## src/sv/bst_pkg.sv

```systemverilog
// Shared types and constants for the binary search tree insert engine.
// No dependencies; imported by bst_insert_engine.
package bst_pkg;

   localparam int MAX_NODES_DEF = 15;
   localparam int KEY_W         = 64;
   localparam int STATUS_W      = 2;
   localparam int COUNT_W       = 4;

   localparam logic [STATUS_W-1:0] ST_INSERTED  = 2'd0;
   localparam logic [STATUS_W-1:0] ST_DUPLICATE = 2'd1;
   localparam logic [STATUS_W-1:0] ST_FULL      = 2'd2;

   typedef enum logic [2:0] {
      S_IDLE,
      S_CMP,
      S_WRITE,
      S_LINK,
      S_DONE
   } bst_state_type;

endpackage

```

## src/sv/bst_insert_engine.sv

```systemverilog
// The key is accepted in S_IDLE; unless the tree is empty, S_CMP then walks it
// one level a cycle. An insert writes the new node in S_WRITE and, below the root,
// links it to its parent in S_LINK; a duplicate or a full tree goes straight to
// S_DONE, which loads the result register. One transaction at a time.
// Reset (synchronous, active high) empties the tree; node memory is not cleared.
// Depends on bst_pkg.
module bst_insert_engine #(
   parameter int MAX_NODES = bst_pkg::MAX_NODES_DEF
) (
   input  logic                         clock,
   input  logic                         reset,
   input  logic                         req_valid,
   output logic                         req_stall,
   input  logic [bst_pkg::KEY_W-1:0]    req_key,
   output logic                         rsp_valid,
   input  logic                         rsp_stall,
   output logic [bst_pkg::STATUS_W-1:0] rsp_status,
   output logic [bst_pkg::COUNT_W-1:0]  rsp_node_count
);
   import bst_pkg::*;

   localparam int IDX_W = $clog2(MAX_NODES + 1);
   localparam int DEPTH = MAX_NODES + 1;
   localparam logic [IDX_W-1:0] ROOT = IDX_W'(1);
   localparam logic [IDX_W-1:0] NIL  = '0;

   bst_state_type state_ff, state_in;

   logic [KEY_W-1:0]    key_ff, key_in;
   logic [IDX_W-1:0]    cur_ff, cur_in;
   logic [IDX_W-1:0]    parent_ff, parent_in;
   logic                go_left_ff, go_left_in;
   logic [STATUS_W-1:0] status_ff, status_in;
   logic [IDX_W-1:0]    nodes_used_ff, nodes_used_in;

   logic                rsp_valid_ff, rsp_valid_in;
   logic [STATUS_W-1:0] rsp_status_ff, rsp_status_in;
   logic [COUNT_W-1:0]  rsp_count_ff, rsp_count_in;

   // node memory
   logic [KEY_W-1:0] key_mem   [0:DEPTH-1];
   logic [IDX_W-1:0] left_mem  [0:DEPTH-1];
   logic [IDX_W-1:0] right_mem [0:DEPTH-1];
   logic [KEY_W-1:0] rd_key_ff;
   logic [IDX_W-1:0] rd_left_ff;
   logic [IDX_W-1:0] rd_right_ff;

   logic             key_we, left_we, right_we;
   logic [IDX_W-1:0] key_wa, left_wa, right_wa;
   logic [IDX_W-1:0] left_wd, right_wd;

   logic                   key_eq, go_left, full, rsp_free;
   logic [IDX_W-1:0]       child, fresh;
   logic [IDX_W+COUNT_W-1:0] count_ext;

   assign key_eq    = rd_key_ff == key_ff;
   assign go_left   = rd_key_ff > key_ff;
   assign child     = go_left ? rd_left_ff : rd_right_ff;
   assign full      = nodes_used_ff >= IDX_W'(MAX_NODES);
   assign fresh     = nodes_used_ff + ROOT;
   assign rsp_free  = !rsp_valid_ff || !rsp_stall;
   assign count_ext = {{COUNT_W{1'b0}}, nodes_used_ff};

   assign req_stall      = state_ff != S_IDLE;
   assign rsp_valid      = rsp_valid_ff;
   assign rsp_status     = rsp_status_ff;
   assign rsp_node_count = rsp_count_ff;

   // next state
   always_comb begin
      state_in = state_ff;
      case (state_ff)
         S_IDLE: begin
            if (req_valid) begin
               state_in = (nodes_used_ff == NIL) ? S_WRITE : S_CMP;
            end
         end
         S_CMP: begin
            if (key_eq) begin
               state_in = S_DONE;
            end else if (child == NIL) begin
               state_in = full ? S_DONE : S_WRITE;
            end
         end
         S_WRITE: begin
            state_in = (parent_ff == NIL) ? S_DONE : S_LINK;
         end
         S_LINK: begin
            state_in = S_DONE;
         end
         S_DONE: begin
            if (rsp_free) begin
               state_in = S_IDLE;
            end
         end
         default: begin
            state_in = S_IDLE;
         end
      endcase
   end

   // datapath and memory controls
   always_comb begin
      key_in        = key_ff;
      cur_in        = cur_ff;
      parent_in     = parent_ff;
      go_left_in    = go_left_ff;
      status_in     = status_ff;
      nodes_used_in = nodes_used_ff;
      rsp_valid_in  = rsp_valid_ff && rsp_stall;
      rsp_status_in = rsp_status_ff;
      rsp_count_in  = rsp_count_ff;
      key_we        = 1'b0;
      left_we       = 1'b0;
      right_we      = 1'b0;
      key_wa        = fresh;
      left_wa       = fresh;
      right_wa      = fresh;
      left_wd       = NIL;
      right_wd      = NIL;
      case (state_ff)
         S_IDLE: begin
            cur_in    = ROOT;
            parent_in = NIL;
            if (req_valid) begin
               key_in = req_key;
            end
         end
         S_CMP: begin
            parent_in  = cur_ff;
            go_left_in = go_left;
            cur_in     = child;
            status_in  = key_eq ? ST_DUPLICATE : ST_FULL;
         end
         S_WRITE: begin
            key_we        = 1'b1;
            left_we       = 1'b1;
            right_we      = 1'b1;
            nodes_used_in = fresh;
            status_in     = ST_INSERTED;
         end
         S_LINK: begin
            // nodes_used_ff already holds the new node index
            if (go_left_ff) begin
               left_we = 1'b1;
               left_wa = parent_ff;
               left_wd = nodes_used_ff;
            end else begin
               right_we = 1'b1;
               right_wa = parent_ff;
               right_wd = nodes_used_ff;
            end
         end
         S_DONE: begin
            if (rsp_free) begin
               rsp_valid_in  = 1'b1;
               rsp_status_in = status_ff;
               rsp_count_in  = count_ext[COUNT_W-1:0];
            end
         end
         default: begin
         end
      endcase
   end

   always_ff @(posedge clock) begin
      if (reset) begin
         state_ff      <= S_IDLE;
         nodes_used_ff <= NIL;
         rsp_valid_ff  <= 1'b0;
      end else begin
         state_ff      <= state_in;
         nodes_used_ff <= nodes_used_in;
         rsp_valid_ff  <= rsp_valid_in;
      end
   end

   always_ff @(posedge clock) begin
      key_ff        <= key_in;
      cur_ff        <= cur_in;
      parent_ff     <= parent_in;
      go_left_ff    <= go_left_in;
      status_ff     <= status_in;
      rsp_status_ff <= rsp_status_in;
      rsp_count_ff  <= rsp_count_in;
   end

   always_ff @(posedge clock) begin
      if (key_we) begin
         key_mem[key_wa] <= key_ff;
      end
      rd_key_ff <= key_mem[cur_in];
   end

   always_ff @(posedge clock) begin
      if (left_we) begin
         left_mem[left_wa] <= left_wd;
      end
      rd_left_ff <= left_mem[cur_in];
   end

   always_ff @(posedge clock) begin
      if (right_we) begin
         right_mem[right_wa] <= right_wd;
      end
      rd_right_ff <= right_mem[cur_in];
   end

endmodule
```

## config.mk

```make
export PLATFORM = sky130hd
export DESIGN_NAME = bst_insert_engine
export DESIGN_NICKNAME = d
export VERILOG_FILES = /design/src/sv/bst_pkg.sv /design/src/sv/bst_insert_engine.sv
export SDC_FILE = /design/constraint.sdc
export NUM_CORES = 2
export LEC_CHECK = 0
export ABC_CLOCK_PERIOD_IN_PS = 5240
export CAP_MARGIN = 0
export CELL_PAD_IN_SITES_DETAIL_PLACEMENT = 1
export CELL_PAD_IN_SITES_GLOBAL_PLACEMENT = 2
export CORE_MARGIN = 8
export CORE_UTILIZATION = 46
export DETAILED_ROUTE_END_ITERATION = 12
export DONT_BUFFER_PORTS = 1
export PLACE_DENSITY = 0.71
export REMOVE_ABC_BUFFERS = 1
export SETUP_SLACK_MARGIN = 0.4
export SLEW_MARGIN = 20
export SYNTH_ARGS = -nofsm -noshare
export SYNTH_HDL_FRONTEND = slang
export SYNTH_SLANG_ARGS = --single-unit
```

## constraint.sdc

```tcl
create_clock -name clock -period 5.24 [get_ports clock]
set_input_delay 0.786 -clock clock [delete_from_list [all_inputs] [get_ports clock]]
set_output_delay 0.786 -clock clock [all_outputs]
set_load 0.05 [all_outputs]
```

; Word level (Yosys, flattened, before mapping)
; Memory sizes are Yosys's and may differ from the RTL's. A register that Yosys moved wholly into a read port is not among the register bits.
; Cells that the tools add are included.
; W data, S select, Z words.
[word_totals]
in_bits = 68
mem_count = 3
word_cells = 72
ram_bits = 1152
regBits = 89
output_inout_bits = 8
[op_classes]
mux = 34
reduce_logical = 14
eq_ne = 8
n_lt_le_gt_ge = 2
add_sub_neg = 1
[mem_list]
columns = name, depth, word_bits, rd, rd_clocked_by_memory_dff, write_ports, line_no
row1 = key_mem, 16, 64, 1, 1, 1, bst_insert_engine.sv:41  ; logic [KEY_W-1:0] key_mem [0:DEPTH-1];
row2 = left_mem, 16, 4, 1, 1, 1, bst_insert_engine.sv:42  ; logic [IDX_W-1:0] left_mem [0:DEPTH-1];
row3 = right_mem, 16, 4, 1, 1, 1, bst_insert_engine.sv:43  ; logic [IDX_W-1:0] right_mem [0:DEPTH-1];
[ops]
columns = operator, n
row1 = $eq A64 B64 Y1, 1
row2 = $gt A64 B64 Y1, 1
row3 = $mux W4, 9
row4 = $mux W3, 6
row5 = $pmux W4 S2, 2
row6 = $pmux W3 S5, 1
row7 = $logic_not A4 Y1, 3
row8 = $mux W1, 11
row9 = $eq A3 B2 Y1 const B, 2
row10 = $add A4 B1 Y4 const B, 1
row11 = $ge A4 B4 Y1 const B, 1
row12 = $mux W2, 2
row13 = $ne A2 B2 Y1 const B, 2
row14 = $pmux W1 S2, 2
row15 = $pmux W2 S2, 1
row16 = $reduce_and A2 Y1, 2
row17 = $reduce_bool A2 Y1, 2
row18 = $eq A3 B1 Y1 const B, 1
row19 = $eq A3 B3 Y1 const B, 1
row20 = $logic_not A3 Y1, 1
row21 = $ne A3 B3 Y1 const B, 1
row22 = $reduce_and A3 Y1, 1
row23 = $reduce_bool A3 Y1, 1
row24 = $logic_not A1 Y1, 2
row25 = other kinds (2), 2

; Depth between registers and ports, before layout
[depth]
ltp_word = 6
ltp_mapped = 15

; Worst setup path after synthesis
; OpenSTA, ideal clock, no wires.
[synth_path]
kind = register to register
from = register state_ff[1]
to = memory key_mem[0][0], enable pin
setup_slack_ps = 766
t_required_ps = 4754
arrival_time_ps = 3987
stages_incl_launch_ff = 6
path_buffers = 1
path_cell_list = dfxtp_1 -> nor2b_1 -> nor2b_1 -> clkbuf_1 -> nand2_1 -> nor2_1
[synth_via]
elab_chain_len = 4
[synth_lines]
columns = item, line_no
row1 = from (decl), bst_insert_engine.sv:27  ; bst_state_type state_ff, state_in;
row2 = from (signal assigned), bst_insert_engine.sv:172  ; state_ff <= state_in;
row3 = $eq A3 B2 Y1, bst_insert_engine.sv:121  ; case (state_ff)
row4 = $mux W1, bst_insert_engine.sv:121
row5 = $mux W1, bst_insert_engine.sv:189  ; if (key_we) begin
row6 = $mux W1 (implied by the code), bst_insert_engine.sv:190  ; key_mem[key_wa] <= key_ff;
row7 = to (decl), bst_insert_engine.sv:41
; Every way passes these cells.

; Worst setup path in the final report
[layout_path]
from = register key_ff[14]
to = register rd_key_ff[46] (read register of key_mem)
[layout_via]
elab_chain_len = 3
[layout_lines]
columns = item, line_no
row1 = from (decl), bst_insert_engine.sv:29  ; logic [KEY_W-1:0] key_ff, key_in;
row2 = from (signal assigned), bst_insert_engine.sv:179  ; key_ff <= key_in;
row3 = $gt A64 B64 Y1, bst_insert_engine.sv:57  ; assign go_left = rd_key_ff > key_ff;
row4 = $mux W4, bst_insert_engine.sv:58  ; assign child = go_left ? rd_left_ff : rd_right_ff;
row5 = $pmux W4 S2, bst_insert_engine.sv:121
row6 = via cur_in[0], bst_insert_engine.sv:30  ; logic [IDX_W-1:0] cur_ff, cur_in;
row7 = to (decl), bst_insert_engine.sv:44  ; logic [KEY_W-1:0] rd_key_ff;
; The timed path passes the listed nets, and every way through them passes these cells.
; A chain may end at the register's enable or synchronous reset.

==> reports/results.ini <==
[outcome]
outcome = completed

[layout]
instances_no_fill = 4562
fillers = 9768
drive_gt1_frac = 0.1409
final_util = 0.5378
areaGrowthSynthToFinish_pct = 16.30
final_nets = 3167

[synthesis]
synth.ff_latch_count = 1313
synthArstFlopShare = 0
synth_ff_type = edfxtp_1
syn_area_per_cell_sq_um = 17.83
synth_most_common_cell = edfxtp_1
ys_warn_count = 0
yosys.area.top_type = edfxtp_1
postSynthCellCount = 2811
yosys-top-cells-count = 1229 x edfxtp_1, 576 x mux2i_1, 288 x o22ai_1, 101 x buf_2, 84 x dfxtp_1
syn_area_sq_um = 50120
synth_top_area_share = 0.7363
synth.distinct_cells = 53
yosys-top-cells-area = edfxtp_1 74%, mux2i_1 12%, o22ai_1 3.6%, dfxtp_1 3.4%, ha_1 1.7%
synth_edf_count = 1229
ys_seq_area_frac = 0.7699

[pwr]
peakVddDrop_mv = 0.3270
p_per_area_nw_per_um2 = 528.1
switching_share = 0.2993
p_seq_frac = 0.429
p_comb_frac = 0.264
p_leak_nw = 18.71
p_int_mw = 21.57
switchingPower_mw = 9.213
p_clk_frac = 0.307

[detailed_routing]
wl_mm = 130.5
drc = 0
vias = 26390
wl_per_cell_um = 28.61
viasPerCell = 5.784
dr.pass1.iters = 5
ant_nets = 0
drtIter0Drc = 1867

[global_route]
overflow = 0
antenna_found_initial = 9
grt_first_pass_wirelength_mm = 189.4
grtUsageTotal = 0.2121
grt_max_degree = 51
grt_pass1_vias = 27940

[timing]
worst_pin_slew_ns = 1.024
whs_ns = 0.1031
finalMaxSlewViolations = 0
hold_violations = 0
finalSetupViolations = 0
clock.fmax_ghz = 0.2131
slew_headroom = 0.3157
layout_min_cycle_time_ns = 4.694
finalClockSkew_ns = 0.02789
fin_crit_sh = 0.8957
rsz0062_at_grt = false

[placed_design]
io_buffers = 0
dp_hpwl_mm = 73.72
gp_congestion = 0.7678
dp.cells = 4245

[setup_path]
cp_data_required_time_ns = 5.84
r2r-end = rd_key_ff[46]
cp-start-kind = register
path_class = reg -> reg
r2r_setup_slack_ns = 0.55
cp_data_arrival_time_ns = 5.29
reg2reg_depth = 14
endpoint_kind = register
r2r_start = key_ff[14]
worstPathMaxFanout = 29

[cts]
htreeDepth = 4
cts_tree = built
numCtsBuffers = 140
clockBufferDepth = 3
clkTransAtPathRegs_ns = 0.06
cts_sinks = 1313
clockRootBuffer = clkbuf_16
clock_latency_ns = 0.76
hold_buffers = 0

[die]
die_area_sq_um = 119800
die_y_um = 346.1
coreArea_sq_um = 108400
start_util = 0.4624
rows = 121
ios = 76
die_x_um = 346.1

[worst_hold_path]
min-delay-start = reset
whs_path_depth = 1
min_to = nodes_used_ff[1]
hold_path.class = in -> reg

[flow_run]
drv_cap = 0

flip-flops by register name (all words and copies together), names as in the netlist:
signal          cells
key_mem          1024
key_ff             64
left_mem           64
rd_key_ff          64
right_mem          64
cur_ff              4
nodes_used_ff       4
parent_ff           4
rd_left_ff          4
rd_right_ff         4
rsp_node_count      4
state_ff            3
rsp_status          2
status_ff           2
go_left_ff          1
rsp_valid           1
through the flow:
stage / power, mW / setup TNS [ns] / setup WS (ns) / area [sq um]
after global placement: 21.14 / 0 / 0.2036 / 53340
after detailed placement: 21.39 / 0 / 0.04366 / 53340
after floorplan: 17.64 / -1510.19 / -22.49 / 49490
final: 30.78 / 0 / 0.5463 / 58290
after CTS: 30.90 / 0 / 0.4008 / 57820
after global routing: 32.00 / 0 / 0.3957 / 58280
timing repair:
| item | CTS | global route |
|---|---|---|
| pin swaps | 0 | 1 |
| gates cloned | 0 | 0 |
| endpoints found under the setup margin | 72 | 72 |
| hold endpoints to repair | 0 | 0 |
| setup buffers | 6 | 50 |
| gates resized for setup | 5 | 2 |
worst max-delay path by stage:
stage	from	to	cells after the start
global placement	key_ff[10]	rd_key_ff[46]	15
floorplan	key_ff[1]	cur_ff[1]	9
CTS	key_ff[8]	rd_key_ff[46]	14
global route	key_ff[6]	rd_key_ff[46]	14
detailed placement	key_ff[10]	rd_key_ff[46]	15
finish	key_ff[14]	rd_key_ff[46]	14
layer usage:
metal,share of wire,track usage
met1,0.44,0.2852
met2,0.49,0.3602
met3,0.046,0.03461
met4,0.021,0.05493
met5,0.00010,0
worst max-delay path, stage by stage, from the launching register on:
cell	delay (ns)
edfxtp_1	0.51
inv_1	0.08
ha_1	0.34
nand4_1	0.17
or3_1	0.17
a21oi_1	0.04
or4b_1	0.71
a211o_1	0.45
or4_4	0.54
nand3_4	0.18
inv_4	0.10
nand3_4	0.15
buf_12	0.26
o22ai_1	0.17
or4_1	0.59
cell usage in the layout (no fill, tap or decap), types with 10 or more instances in the layout:
master | synthesis | routed
a21oi_1 | 37 | 37
edfxtp_1 | 1229 | 1229
nor2_4 | 0 | 16
nand3_4 | 4 | 10
ha_1 | 70 | 70
buf_12 | 0 | 68
mux2i_1 | 576 | 576
inv_1 | 69 | 69
nor2_1 | 68 | 48
nand2_1 | 38 | 38
clkinv_1 | 0 | 24
nand4_1 | 19 | 19
buf_4 | 1 | 137
clkbuf_16 | 0 | 143
dfxtp_1 | 84 | 84
or4_1 | 73 | 73
o22ai_1 | 288 | 288
clkinv_2 | 0 | 23
nand3_1 | 11 | 10
clkbuf_1 | 22 | 40
final cells by class:
| type | instances | area, sq um | share of cell area |
|---|---|---|---|
| sequential | 1313 | 38590 | 0.6619 |
| multi-input combinational | 1297 | 10850 | 0.1861 |
| clock buffer | 190 | 3825 | 0.06561 |
| timing repair buffer | 205 | 2390 | 0.04100 |
| tap | 1414 | 1769 | 0.03035 |
| clock inverter | 66 | 581.8 | 0.009981 |
| inverter | 72 | 277.8 | 0.004765 |
| antenna | 5 | 12.51 | 0.0002146 |
cell families after synthesis:
family / synth area share
DFF: 0.7699
muxes: 0.1150
AOI/OAI and AO/OA: 0.04738
and+or+nand+nor: 0.03128
buffers and inverters: 0.01810
adders and majority gates: 0.01747
xor gates and xnor gates: 0.0008739
power by group through the flow:
| stage | Clock (mW) | Sequential (mW) | Combinational [mW] |
|---|---|---|---|
| 6_report | 9.44 | 13.2 | 8.13 |
| 5_1_grt | 10.0 | 13.3 | 8.72 |
| 4_1_cts | 9.63 | 13.3 | 7.93 |
| 3_5_place_dp | 0 | 13.6 | 7.81 |
| 3_3_place_gp | 0 | 13.5 | 7.61 |
| 2_1_floorplan | 0 | 13.4 | 4.28 |
(Power assumes the default switching activity.)
